File: src/rtl/yfmb_pkg.sv
`default_nettype none
package yfmb_pkg;

  // Geometry limits
  localparam int MAX_WIDTH  = 1024;
  localparam int MAX_HEIGHT = 1024;

  // Field and state widths
  localparam int PIX_W   = 8;
  localparam int DIM_W   = 11;
  localparam int TOTAL_W = 28;
  localparam int COUNT_W = 20;
  localparam int AREA_W  = $clog2(MAX_WIDTH * MAX_HEIGHT + 1);
  localparam int Q_SHIFT = 16;

  // Signed Q16 channel value: luma plus chroma terms
  localparam int CH_W = 27;

  // Mean divider: one guard bit above the quotient flags saturation
  localparam int DIV_STEPS = PIX_W + 1;
  localparam int DIV_CNT_W = $clog2(DIV_STEPS);
  localparam int DIV_W     = (AREA_W + PIX_W > TOTAL_W) ? AREA_W + PIX_W : TOTAL_W;

  // Brightness weighting
  localparam int WGT_W  = 16;
  localparam int WSUM_W = PIX_W + Q_SHIFT;

  // Configuration register indexes
  localparam int CFG_IDX_W = 1;
  localparam logic [CFG_IDX_W-1:0] CFG_FRAME_WIDTH  = 1'b0;
  localparam logic [CFG_IDX_W-1:0] CFG_FRAME_HEIGHT = 1'b1;

  localparam logic [DIM_W-1:0] FRAME_WIDTH_RESET  = 11'd160;
  localparam logic [DIM_W-1:0] FRAME_HEIGHT_RESET = 11'd120;

  // Color conversion coefficients, Q16
  localparam logic signed [CH_W-1:0] Q_R_V = CH_W'(91881);
  localparam logic signed [CH_W-1:0] Q_G_U = CH_W'(22544);
  localparam logic signed [CH_W-1:0] Q_G_V = CH_W'(46793);
  localparam logic signed [CH_W-1:0] Q_B_U = CH_W'(116130);
  localparam logic signed [8:0]      CHROMA_OFFSET = 9'sd128;

  // Luma weights, Q16; they sum to one
  localparam logic [WGT_W-1:0] W_R = 16'd19595;
  localparam logic [WGT_W-1:0] W_G = 16'd38470;
  localparam logic [WGT_W-1:0] W_B = 16'd7471;

  typedef struct packed {
    logic [PIX_W-1:0] luma_first;
    logic [PIX_W-1:0] chroma_blue;
    logic [PIX_W-1:0] luma_second;
    logic [PIX_W-1:0] chroma_red;
  } yfmb_in_t;

  typedef struct packed {
    logic [PIX_W-1:0] brightness;
    logic [PIX_W-1:0] mean_red;
    logic [PIX_W-1:0] mean_green;
    logic [PIX_W-1:0] mean_blue;
  } yfmb_out_t;

  typedef struct packed {
    logic [PIX_W-1:0] r;
    logic [PIX_W-1:0] g;
    logic [PIX_W-1:0] b;
  } yfmb_rgb_t;

  typedef enum logic [2:0] {
    ST_RUN,
    ST_FLUSH,
    ST_LOAD,
    ST_DIVIDE,
    ST_WEIGH,
    ST_EMIT
  } state_t;

  // Floor a Q16 value and clip it to the pixel range
  function automatic logic [PIX_W-1:0] clip_q16(input logic signed [CH_W-1:0] v);
    logic [CH_W-Q_SHIFT-1:0] whole;
    whole = v[CH_W-1:Q_SHIFT];
    if (v <= 0) begin
      return '0;
    end else if (whole > (CH_W-Q_SHIFT)'({PIX_W{1'b1}})) begin
      return '1;
    end else begin
      return whole[PIX_W-1:0];
    end
  endfunction

endpackage
`default_nettype wire

File: src/rtl/yfmb_lane.sv
`default_nettype none
module yfmb_lane import yfmb_pkg::*; (
  input  logic             clk,
  input  logic             en,
  input  logic [PIX_W-1:0] luma,
  input  logic [PIX_W-1:0] chroma_blue,
  input  logic [PIX_W-1:0] chroma_red,
  output yfmb_rgb_t        rgb
);

  logic signed [8:0]      cb_s;
  logic signed [8:0]      cr_s;
  logic signed [CH_W-1:0] base;
  logic signed [CH_W-1:0] r_q;
  logic signed [CH_W-1:0] g_q;
  logic signed [CH_W-1:0] b_q;

  assign cb_s = signed'({1'b0, chroma_blue}) - CHROMA_OFFSET;
  assign cr_s = signed'({1'b0, chroma_red}) - CHROMA_OFFSET;
  assign base = signed'(CH_W'({luma, {Q_SHIFT{1'b0}}}));

  assign r_q = base + Q_R_V * CH_W'(cr_s);
  assign g_q = base - Q_G_U * CH_W'(cb_s) - Q_G_V * CH_W'(cr_s);
  assign b_q = base + Q_B_U * CH_W'(cb_s);

  always_ff @(posedge clk) begin
    if (en) begin
      rgb <= '{r: clip_q16(r_q), g: clip_q16(g_q), b: clip_q16(b_q)};
    end
  end

endmodule
`default_nettype wire

File: src/rtl/yfmb_div.sv
`default_nettype none
module yfmb_div import yfmb_pkg::*; (
  input  logic               clk,
  input  logic               rst,
  input  logic               start,
  input  logic [TOTAL_W-1:0] total,
  input  logic [AREA_W-1:0]  area,
  output logic               busy,
  output logic [PIX_W-1:0]   mean
);

  // Restoring division, one quotient bit per cycle, top bit flags overflow
  logic [DIV_W-1:0]     rem;
  logic [DIV_W-1:0]     dsh;
  logic [DIV_STEPS-1:0] quot;
  logic [DIV_CNT_W-1:0] cnt;
  logic                 take;

  assign take = (rem >= dsh);

  always_ff @(posedge clk) begin
    if (rst) begin
      busy <= 1'b0;
    end else if (start) begin
      busy <= 1'b1;
    end else if (busy && cnt == '0) begin
      busy <= 1'b0;
    end
  end

  always_ff @(posedge clk) begin
    if (start) begin
      rem  <= DIV_W'(total);
      dsh  <= DIV_W'(area) << PIX_W;
      quot <= '0;
      cnt  <= DIV_CNT_W'(DIV_STEPS - 1);
    end else if (busy) begin
      if (take) begin
        rem <= rem - dsh;
      end
      dsh  <= dsh >> 1;
      quot <= {quot[DIV_STEPS-2:0], take};
      cnt  <= cnt - 1'b1;
    end
  end

  assign mean = quot[DIV_STEPS-1] ? '1 : quot[PIX_W-1:0];

endmodule
`default_nettype wire

File: src/rtl/yuyv_frame_mean_brightness.sv
`default_nettype none
// Frame mean brightness of a YUYV 4:2:2 stream. Each input item is one pixel
// pair (two lumas sharing one Cb and one Cr). Two conversion lanes turn the
// two pixels into clipped 8-bit R, G and B with Q16 coefficients, and a merge
// stage adds both lanes into 28-bit red, green and blue sums. When the pair
// count reaches width*height/2 the block divides each sum by the pixel count
// (floored, saturated at 255), weights the means into a brightness value and
// presents one result item; the sums then restart at zero. Within a frame an
// item is taken every cycle. After the item that closes a frame, the input
// is stalled while the block drains the lanes, loads the three mean
// dividers, runs the bit-serial divide (nine quotient bits, the top one
// flagging saturation), registers the weight products and loads the
// output register, plus any time the previous result still sits unread.
// The output register lets the next frame stream in while a result waits.
// frame_width (index 0) is clamped to 2..MAX_WIDTH and forced even;
// frame_height (index 1) is clamped to 1..MAX_HEIGHT. Write them only while
// the block is idle; the configuration port is always ready.
module yuyv_frame_mean_brightness import yfmb_pkg::*; (
  input  logic                 clk,
  input  logic                 rst,
  input  logic                 in_valid,
  output logic                 in_stall,
  input  yfmb_in_t             in_data,
  output logic                 out_valid,
  input  logic                 out_stall,
  output yfmb_out_t            out_data,
  input  logic                 cfg_valid,
  output logic                 cfg_ready,
  input  logic [CFG_IDX_W-1:0] cfg_index,
  input  logic [DIM_W-1:0]     cfg_data
);

  // Configuration registers
  logic [DIM_W-1:0] frame_width;
  logic [DIM_W-1:0] frame_height;

  // Effective geometry
  logic [DIM_W-1:0]   w_eff;
  logic [DIM_W-1:0]   h_eff;
  logic [2*DIM_W-1:0] area_full;
  logic [AREA_W-1:0]  area;
  logic [COUNT_W-1:0] pair_target;

  // Control
  state_t             state;
  state_t             state_next;
  logic               in_acc;
  logic [COUNT_W-1:0] pair_count;
  logic [COUNT_W-1:0] count_inc;
  logic               frame_end;
  logic               lane_valid;
  logic               div_start;
  logic [2:0]         div_busy;
  logic               out_load;

  // Datapath
  yfmb_rgb_t          lane_rgb [2];
  logic [TOTAL_W-1:0] red_total;
  logic [TOTAL_W-1:0] green_total;
  logic [TOTAL_W-1:0] blue_total;
  logic [PIX_W-1:0]   mean_red;
  logic [PIX_W-1:0]   mean_green;
  logic [PIX_W-1:0]   mean_blue;
  logic [WSUM_W-1:0]  prod_r;
  logic [WSUM_W-1:0]  prod_g;
  logic [WSUM_W-1:0]  prod_b;
  logic [WSUM_W-1:0]  wsum;

  assign cfg_ready = 1'b1;

  always_ff @(posedge clk) begin
    if (rst) begin
      frame_width  <= FRAME_WIDTH_RESET;
      frame_height <= FRAME_HEIGHT_RESET;
    end else if (cfg_valid && cfg_ready) begin
      case (cfg_index)
        CFG_FRAME_WIDTH:  frame_width  <= cfg_data;
        CFG_FRAME_HEIGHT: frame_height <= cfg_data;
        default: ;
      endcase
    end
  end

  // Clamp geometry; width is forced even after clamping
  always_comb begin
    w_eff = frame_width;
    if (w_eff < DIM_W'(2)) begin
      w_eff = DIM_W'(2);
    end
    if (w_eff > DIM_W'(MAX_WIDTH)) begin
      w_eff = DIM_W'(MAX_WIDTH);
    end
    w_eff[0] = 1'b0;
    h_eff = frame_height;
    if (h_eff < DIM_W'(1)) begin
      h_eff = DIM_W'(1);
    end
    if (h_eff > DIM_W'(MAX_HEIGHT)) begin
      h_eff = DIM_W'(MAX_HEIGHT);
    end
  end

  assign area_full   = w_eff * h_eff;
  assign area        = AREA_W'(area_full);
  assign pair_target = COUNT_W'(area >> 1);

  // Input side: take a pair only while streaming a frame
  assign in_stall  = (state != ST_RUN);
  assign in_acc    = in_valid && !in_stall;
  assign count_inc = pair_count + 1'b1;
  assign frame_end = (count_inc >= pair_target);

  always_ff @(posedge clk) begin
    if (rst) begin
      pair_count <= '0;
      lane_valid <= 1'b0;
    end else begin
      lane_valid <= in_acc;
      if (in_acc) begin
        pair_count <= frame_end ? '0 : count_inc;
      end
    end
  end

  // One lane per pixel of the pair
  yfmb_lane u_lane_first (
    .clk         (clk),
    .en          (in_acc),
    .luma        (in_data.luma_first),
    .chroma_blue (in_data.chroma_blue),
    .chroma_red  (in_data.chroma_red),
    .rgb         (lane_rgb[0])
  );

  yfmb_lane u_lane_second (
    .clk         (clk),
    .en          (in_acc),
    .luma        (in_data.luma_second),
    .chroma_blue (in_data.chroma_blue),
    .chroma_red  (in_data.chroma_red),
    .rgb         (lane_rgb[1])
  );

  // Merge both lanes into the running sums; clear them once handed to the dividers
  always_ff @(posedge clk) begin
    if (rst || state == ST_LOAD) begin
      red_total   <= '0;
      green_total <= '0;
      blue_total  <= '0;
    end else if (lane_valid) begin
      red_total   <= red_total + TOTAL_W'(lane_rgb[0].r) + TOTAL_W'(lane_rgb[1].r);
      green_total <= green_total + TOTAL_W'(lane_rgb[0].g) + TOTAL_W'(lane_rgb[1].g);
      blue_total  <= blue_total + TOTAL_W'(lane_rgb[0].b) + TOTAL_W'(lane_rgb[1].b);
    end
  end

  // One divider per channel, all started together
  yfmb_div u_div_red (
    .clk   (clk),
    .rst   (rst),
    .start (div_start),
    .total (red_total),
    .area  (area),
    .busy  (div_busy[0]),
    .mean  (mean_red)
  );

  yfmb_div u_div_green (
    .clk   (clk),
    .rst   (rst),
    .start (div_start),
    .total (green_total),
    .area  (area),
    .busy  (div_busy[1]),
    .mean  (mean_green)
  );

  yfmb_div u_div_blue (
    .clk   (clk),
    .rst   (rst),
    .start (div_start),
    .total (blue_total),
    .area  (area),
    .busy  (div_busy[2]),
    .mean  (mean_blue)
  );

  // Brightness weighting: products registered, summed ahead of the output register
  always_ff @(posedge clk) begin
    prod_r <= WSUM_W'(W_R) * WSUM_W'(mean_red);
    prod_g <= WSUM_W'(W_G) * WSUM_W'(mean_green);
    prod_b <= WSUM_W'(W_B) * WSUM_W'(mean_blue);
  end

  assign wsum = prod_r + prod_g + prod_b;

  // Sequencer
  always_ff @(posedge clk) begin
    if (rst) begin
      state <= ST_RUN;
    end else begin
      state <= state_next;
    end
  end

  always_comb begin
    state_next = state;
    div_start  = 1'b0;
    out_load   = 1'b0;
    case (state)
      ST_RUN: begin
        if (in_acc && frame_end) begin
          state_next = ST_FLUSH;
        end
      end
      ST_FLUSH: begin
        state_next = ST_LOAD;
      end
      ST_LOAD: begin
        div_start  = 1'b1;
        state_next = ST_DIVIDE;
      end
      ST_DIVIDE: begin
        if (div_busy == '0) begin
          state_next = ST_WEIGH;
        end
      end
      ST_WEIGH: begin
        state_next = ST_EMIT;
      end
      ST_EMIT: begin
        if (!out_valid || !out_stall) begin
          out_load   = 1'b1;
          state_next = ST_RUN;
        end
      end
      default: begin
        state_next = ST_RUN;
      end
    endcase
  end

  // Output register: hold a result until taken
  always_ff @(posedge clk) begin
    if (rst) begin
      out_valid <= 1'b0;
    end else if (out_load) begin
      out_valid <= 1'b1;
    end else if (!out_stall) begin
      out_valid <= 1'b0;
    end
  end

  always_ff @(posedge clk) begin
    if (out_load) begin
      out_data <= '{brightness: wsum[WSUM_W-1:Q_SHIFT],
                    mean_red:   mean_red,
                    mean_green: mean_green,
                    mean_blue:  mean_blue};
    end
  end

  // The item that closes a frame blocks the next one
  assert property (@(posedge clk) disable iff (rst)
    (in_acc && frame_end) |=> in_stall)
    else $error("input taken right after the frame-closing item");

  // Sums must be cleared once the dividers own them
  assert property (@(posedge clk) disable iff (rst)
    (state == ST_DIVIDE) |->
      (red_total == '0 && green_total == '0 && blue_total == '0))
    else $error("running sums not cleared during divide");

  // Lane output only ever lands while streaming or draining
  assert property (@(posedge clk) disable iff (rst)
    lane_valid |-> (state == ST_RUN || state == ST_FLUSH))
    else $error("lane output arrived outside a frame");

  // Dividers are idle whenever pairs are taken
  assert property (@(posedge clk) disable iff (rst)
    (state == ST_RUN) |-> (div_busy == '0))
    else $error("divider busy while streaming");

  // A pending unread result is never overwritten
  assert property (@(posedge clk) disable iff (rst)
    (state == ST_EMIT && out_valid && out_stall) |=> (state == ST_EMIT))
    else $error("result loaded over an unread one");

endmodule
`default_nettype wire

File: config.mk
export PLATFORM = sky130hd
export DESIGN_NAME = yuyv_frame_mean_brightness
export DESIGN_NICKNAME = d
export VERILOG_FILES = /design/src/rtl/yfmb_pkg.sv /design/src/rtl/yfmb_lane.sv /design/src/rtl/yfmb_div.sv /design/src/rtl/yuyv_frame_mean_brightness.sv
export SDC_FILE = /design/constraint.sdc
export NUM_CORES = 2
export LEC_CHECK = 0
export ABC_AREA = 1
export ABC_CLOCK_PERIOD_IN_PS = 8150
export BUFFER_PORTS_ARGS = -buffer_cell sky130_fd_sc_hd__buf_2
export CAP_MARGIN = 20
export CELL_PAD_IN_SITES_DETAIL_PLACEMENT = 0
export CELL_PAD_IN_SITES_GLOBAL_PLACEMENT = 1
export CORE_MARGIN = 2
export CORE_UTILIZATION = 45
export DETAILED_ROUTE_END_ITERATION = 7
export PLACE_DENSITY = 0.85
export REMOVE_ABC_BUFFERS = 1
export SYNTH_ARGS = -nofsm -noshare
export SYNTH_HDL_FRONTEND = slang
export SYNTH_SLANG_ARGS = --single-unit
File: constraint.sdc
create_clock -name clk -period 8.15 [get_ports clk]
set_input_delay 1.63 -clock clk [delete_from_list [all_inputs] [get_ports clk]]
set_output_delay 1.63 -clock clk [all_outputs]
set_load 0.02 [all_outputs]
[Word level (Yosys, flattened, before mapping)]
Cells that the tools add are included.
Storage, ports and cells
  bits in registers: 494
  logic and storage cells: 184
Operators by class
  add/subtract/negate cells: 25
  $mul: 8
  order comparisons: 20
  equality and inequality tests: 9
  muxes and demuxes: 44
  bitwise gates (word level): 1
  reductions and logical operators: 34
Operators by type and width (count)
  2-to-1 mux 28 bit: 9
  2-to-1 mux 29 bit: 6
  adder 28 x 8 -> 28 bit: 6
  <= comparator 27 x 1 -> 1 bit (second input constant): 6
  adder 25 x 27 -> 27 bit: 4
  greater-or-equal comparator 29 bit: 3
  subtractor 29 bit: 3
  2-to-1 mux 8 bit: 9
  greater-than comparator 11 x 8 -> 1 bit (second input constant): 6
  subtractor 25 x 27 -> 27 bit: 2
  subtractor 27 x 26 -> 27 bit: 2
  multiplier 17 x 9 -> 26 bit (first input constant): 2
  multiplier 15 x 8 -> 23 bit (first input constant): 2
  2-to-1 mux 11 bit: 4
  multiplier 18 x 9 -> 27 bit (first input constant): 1
  adder 23 x 24 -> 24 bit: 1
  adder 24 x 21 -> 24 bit: 1
  greater-than comparator 11 bit (second input constant): 2
  multiplier 12 x 9 -> 21 bit (first input constant): 1
  multiplier 13 x 8 -> 21 bit (first input constant): 1
  adder 20 x 1 -> 20 bit (second input constant): 1
  greater-or-equal comparator 20 bit: 1
  multiplier 10 x 11 -> 20 bit: 1
  2-to-1 mux 20 bit: 1
  other kinds (22): 66

[Logic depth before layout (Yosys ltp)]
  depth after elaboration: 9
  mapped depth: 39
  gate-level depth less buffers: 38

[Modules after synthesis]
Synthesis repeated with hierarchy kept, for this count alone.
Unflattened totals
  cell total of the unflattened synthesis: 7953
  area total of the unflattened synthesis: 60800.8 um2
Modules (own cells, without submodules)
  yuyv_frame_mean_brightness: instances 1, cells an instance 2637, area each 21360.5 um2
  yfmb_div: instances 3, cells an instance 662, area each 4833.4 um2
  yfmb_lane (u_lane_first): instances 1, cells an instance 1674, area each 12527.0 um2
  yfmb_lane (u_lane_second): instances 1, cells an instance 1656, area each 12413.2 um2

[Worst setup path after synthesis]
OpenSTA, ideal clock, no wires.
  kind: input -> register
  start: in in_data[7] in the netlist's numbering
  end: reg u_lane_first.rgb[10] in the netlist's numbering (data pin)
  library setup time: 258 ps
  arrival: 7898 ps
  path slack: -6 ps
  cell stages on the path: 35
  cell sequence: clkbuf_1 inv_1 ha_1 inv_1 ha_1 inv_1 fa_1 fa_1 inv_1 ha_1 ha_1 a21o_1 o21bai_1 nand2_1 nand2_1 a31o_2 a21boi_0 o21ai_0 xor2_1 fa_1 inv_1 ha_1 nand2_1 nor2_1 inv_1 nor3_1 nand3_1 nand3_1 nand2_1 nand2_1 nand3_1 nor2_1 nand3_1 nand2_1 nor2_1
On the way
  longest elaborated chain between the ends: 5
  elaborated cells on any way between the ends: 6
  classes of those cells: add/sub: 2; mul: 1; order compare: 2; mux: 1
Ends and longest elaborated chain
  from (decl): RTL line yuyv_frame_mean_brightness.sv:23  | input yfmb_in_t in_data,
  subtractor 8 x 8 -> 9 bit (*): RTL line yfmb_lane.sv:19  | assign cr_s = signed'({1'b0, chroma_red}) - CHROMA_OFFSET;
  multiplier 17 x 9 -> 26 bit (*): RTL line yfmb_lane.sv:23  | assign g_q = base - Q_G_U * CH_W'(cb_s) - Q_G_V * CH_W'(cr_s);
  subtractor 27 x 26 -> 27 bit (*): RTL line yfmb_lane.sv:23
  parallel branches: the longest is 2 deep, another holds <= comparator 27 x 1 -> 1 bit
  to (signal assigned): RTL line yfmb_lane.sv:28  | rgb <= '{r: clip_q16(r_q), g: clip_q16(g_q), b: clip_q16(b_q)};
  to (decl): RTL line yfmb_lane.sv:8  | output yfmb_rgb_t rgb
Mark *: on every way between the ends.
A chain may end at the register's enable or synchronous reset.

[Final worst setup path]
  start: in in_data[2] in the netlist's numbering
  end: reg u_lane_first.rgb[14] in the netlist's numbering (data pin)
Same word-level chain as after synthesis.

==> flow_metrics.tcl <==
set metrics [dict create \
    grt_pass1_vias 41200 \
    hp-class "reg -> reg" \
    drive_gt1_frac 0.0778 \
    p_clk_frac 0.115 \
    max-vdd-ir-drop_uv 536 \
    p_leak_uw 0.0280 \
    synth_edf_count 224 \
    fillers 10600 \
    startpoint_type "input pin" \
    yosysMostFrequentCell "inv_1" \
    clock-sinks 494 \
    crit_fanout 7 \
    yosysTopAreaCell "ha_1" \
    crit_path_end_kind "flip-flop" \
    finalNonFillerCells 8003 \
    holdWs_ns 0.467 \
    ys_ff_latch 494 \
    setup_viol 0 \
    p_per_area_nw_per_um2 412 \
    critPathArrivalTime_ns 8.17 \
    final_max_slew_viol_count 0 \
    yosysTopAreaCellShare 0.183 \
    die_area_um2 112000 \
    postCtsHoldBufs 0 \
    worstPathRequired_ns 8.53 \
    clk_latency_ns 0.63 \
    routed_via_density 5.19 \
    synth_cell_types 64 \
    syn_avg_cell_area_um2 7.87 \
    die_h_um 335 \
    cts-htree-levels 2 \
    slew_headroom 0.332 \
    clk_path_buf_depth 3 \
    drc 0 \
    grt.overflow.total 0 \
    gp_congestion 0.982 \
    tns_ns 0 \
    drt_iter0_markers 2369 \
    cts.clk_slew.worst_paths_ns 0.06 \
    io_buffers 82 \
    grt_max_degree 91 \
    finClkSkew_ns 0.0429 \
    vias 41600 \
    netlist_top_cells_area "ha_1 (18%), edfxtp_1 (14%), fa_1 (12%)" \
    pwr-share-seq 0.154 \
    row_count 121 \
    grt_usage 0.233 \
    syn_inst 6263 \
    maxCapViolCount 0 \
    min_period_over_period 0.955 \
    intPower_uw 11200 \
    core_um2 109000 \
    finalHoldViolCount 0 \
    drtPass1Iterations 6 \
    yosysSeqAreaShare 0.246 \
    p_comb_frac 0.731 \
    ys.flop_type "dfxtp_1" \
    switchingPower_uw 11300 \
    clock.fmax_mhz 128 \
    swShare 0.502 \
    async_reset_ff_frac 0 \
    yosys_warnings 0 \
    place_inst 7888 \
    syn2layout_area_growth_pct 11.2 \
    ant_nets 0 \
    critPathSlowestCell "fa_1" \
    die_w_um 335 \
    crit_type "in -> reg" \
    synth.cell_area_um2 49300 \
    worst_pin_slew_ns 1.00 \
    grt_pass1_wl_um 211000 \
    cts-root-buf "clkbuf_16" \
    cts_buffers 55 \
    cts_tree "yes" \
    antenna_found_initial 14 \
    slowest_delay_ns 0.59 \
    wl_per_cell_um 16.3 \
    initial_core_util 0.453 \
    nets 7609 \
    status "finished clean" \
    yosys-top-cells-count "inv_1 (1162), nand2_1 (1094), ha_1 (722)" \
    ios 84 \
    fin_util 0.504 \
    hpwlAfterDp_um 110000 \
    wirelength_um 131000 \
    layout_min_cycle_time_ns 7.79 \
]
## area by class of cell
class                           instances  area [um2]  area share
Antenna cell                            7        17.5    0.000319
Timing Repair Buffer                  286        1950      0.0355
Multi-Input combinational cell       4522       32600       0.595
Clock inverter                         25         223     0.00406
Inverter                             1176        4410      0.0805
Clock buffer                           79        1700      0.0309
Tap cell                             1414        1770      0.0323
Sequential cell                       494       12100       0.221
## cells by family after synthesis
logic type	after synthesis	synth area share
buf+inv	1247	0.0950
fa+ha+maj	1025	0.306
flops	494	0.246
simple gates	2193	0.189
xor+xnor	251	0.0453
compound gates	1052	0.118
other cells	1	0.0000760
## critical path, delay by kind of cell
kind	cells	cell delay, ns
xor+xnor	1	0.18
simple gates	11	1.16
buf+inv	9	0.92
compound gates	6	1.00
fa+ha+maj	8	3.28
## routing by layer
layer,wire length (um),GRT usage,vias up
li1,-,-,21000
met1,59000,0.307,19400
met2,61100,0.396,862
met3,6880,0.0347,183
met4,3680,0.0656,12
met5,90,0,-
## worst paths after layout
kind                                              to  slack (ns)             from  cells past startpoint
worst max-delay path            u_lane_first.rgb[14]        0.36       in_data[2]                     35
worst min register to register       green_total[26]        0.47  green_total[26]                      2
worst max register to register        pair_count[12]        0.52  frame_height[2]                     35
worst min-delay path                 green_total[26]        0.47  green_total[26]                      2
## power by group through the flow
stage	Combinational [uW]	Clock (uW)	Sequential (uW)
6_report	16500	2590	3480
5_1_grt	18600	2740	3530
4_1_cts	16200	2650	3490
3_5_place_dp	16100	0	3540
3_3_place_gp	16100	0	3520
2_1_floorplan	10400	0	3460
## sequential cells by signal (all words and copies together), names as in the netlist, 11 cells and up
signal,flops
blue_total,28
u_div_blue.dsh,29
pair_count,20
out_data,32
frame_height,11
u_div_blue.rem,29
u_div_red.dsh,29
frame_width,11
u_lane_first.rgb,24
u_div_green.rem,29
prod_b,21
green_total,28
u_lane_second.rgb,24
u_div_green.dsh,29
red_total,28
prod_g,23
u_div_red.rem,29
prod_r,23
## through the flow
stage,power (uW),worst slack (ns),cell area (um2)
detailed placement,19700,-0.362,52700
global route,24900,-0.0179,54800
floorplan,13900,0.257,49000
CTS,22400,0.270,54700
global placement,19600,-0.239,52700
finish,22600,0.365,54800
## placed cells by master, fill, tap and decap left out, types with 13 or more instances in the layout
cell type,n
o211ai_1,13
a22oi_1,70
nand4_1,82
buf_2,82
o21ai_0,346
xnor2_1,73
nor3_1,68
nor4_1,28
nand3b_1,22
fa_1,303
nor2_1,519
o21bai_1,29
ha_1,720
clkbuf_16,64
buf_4,203
inv_1,1156
a31oi_1,26
nand3_1,264
nand2_1,1090
o21ai_1,41
a21o_1,29
dfxtp_1,270
xor2_1,173
edfxtp_1,224
or2_2,47
a21oi_1,433
nand2_2,16
nor2_2,15
inv_2,14
## repair_timing
item	in CTS	in global routing
endpoints found under the setup margin	0	37
setup buffers	0	3
gates resized for setup	0	41
No activity file was read; power rests on OpenSTA's default activity.
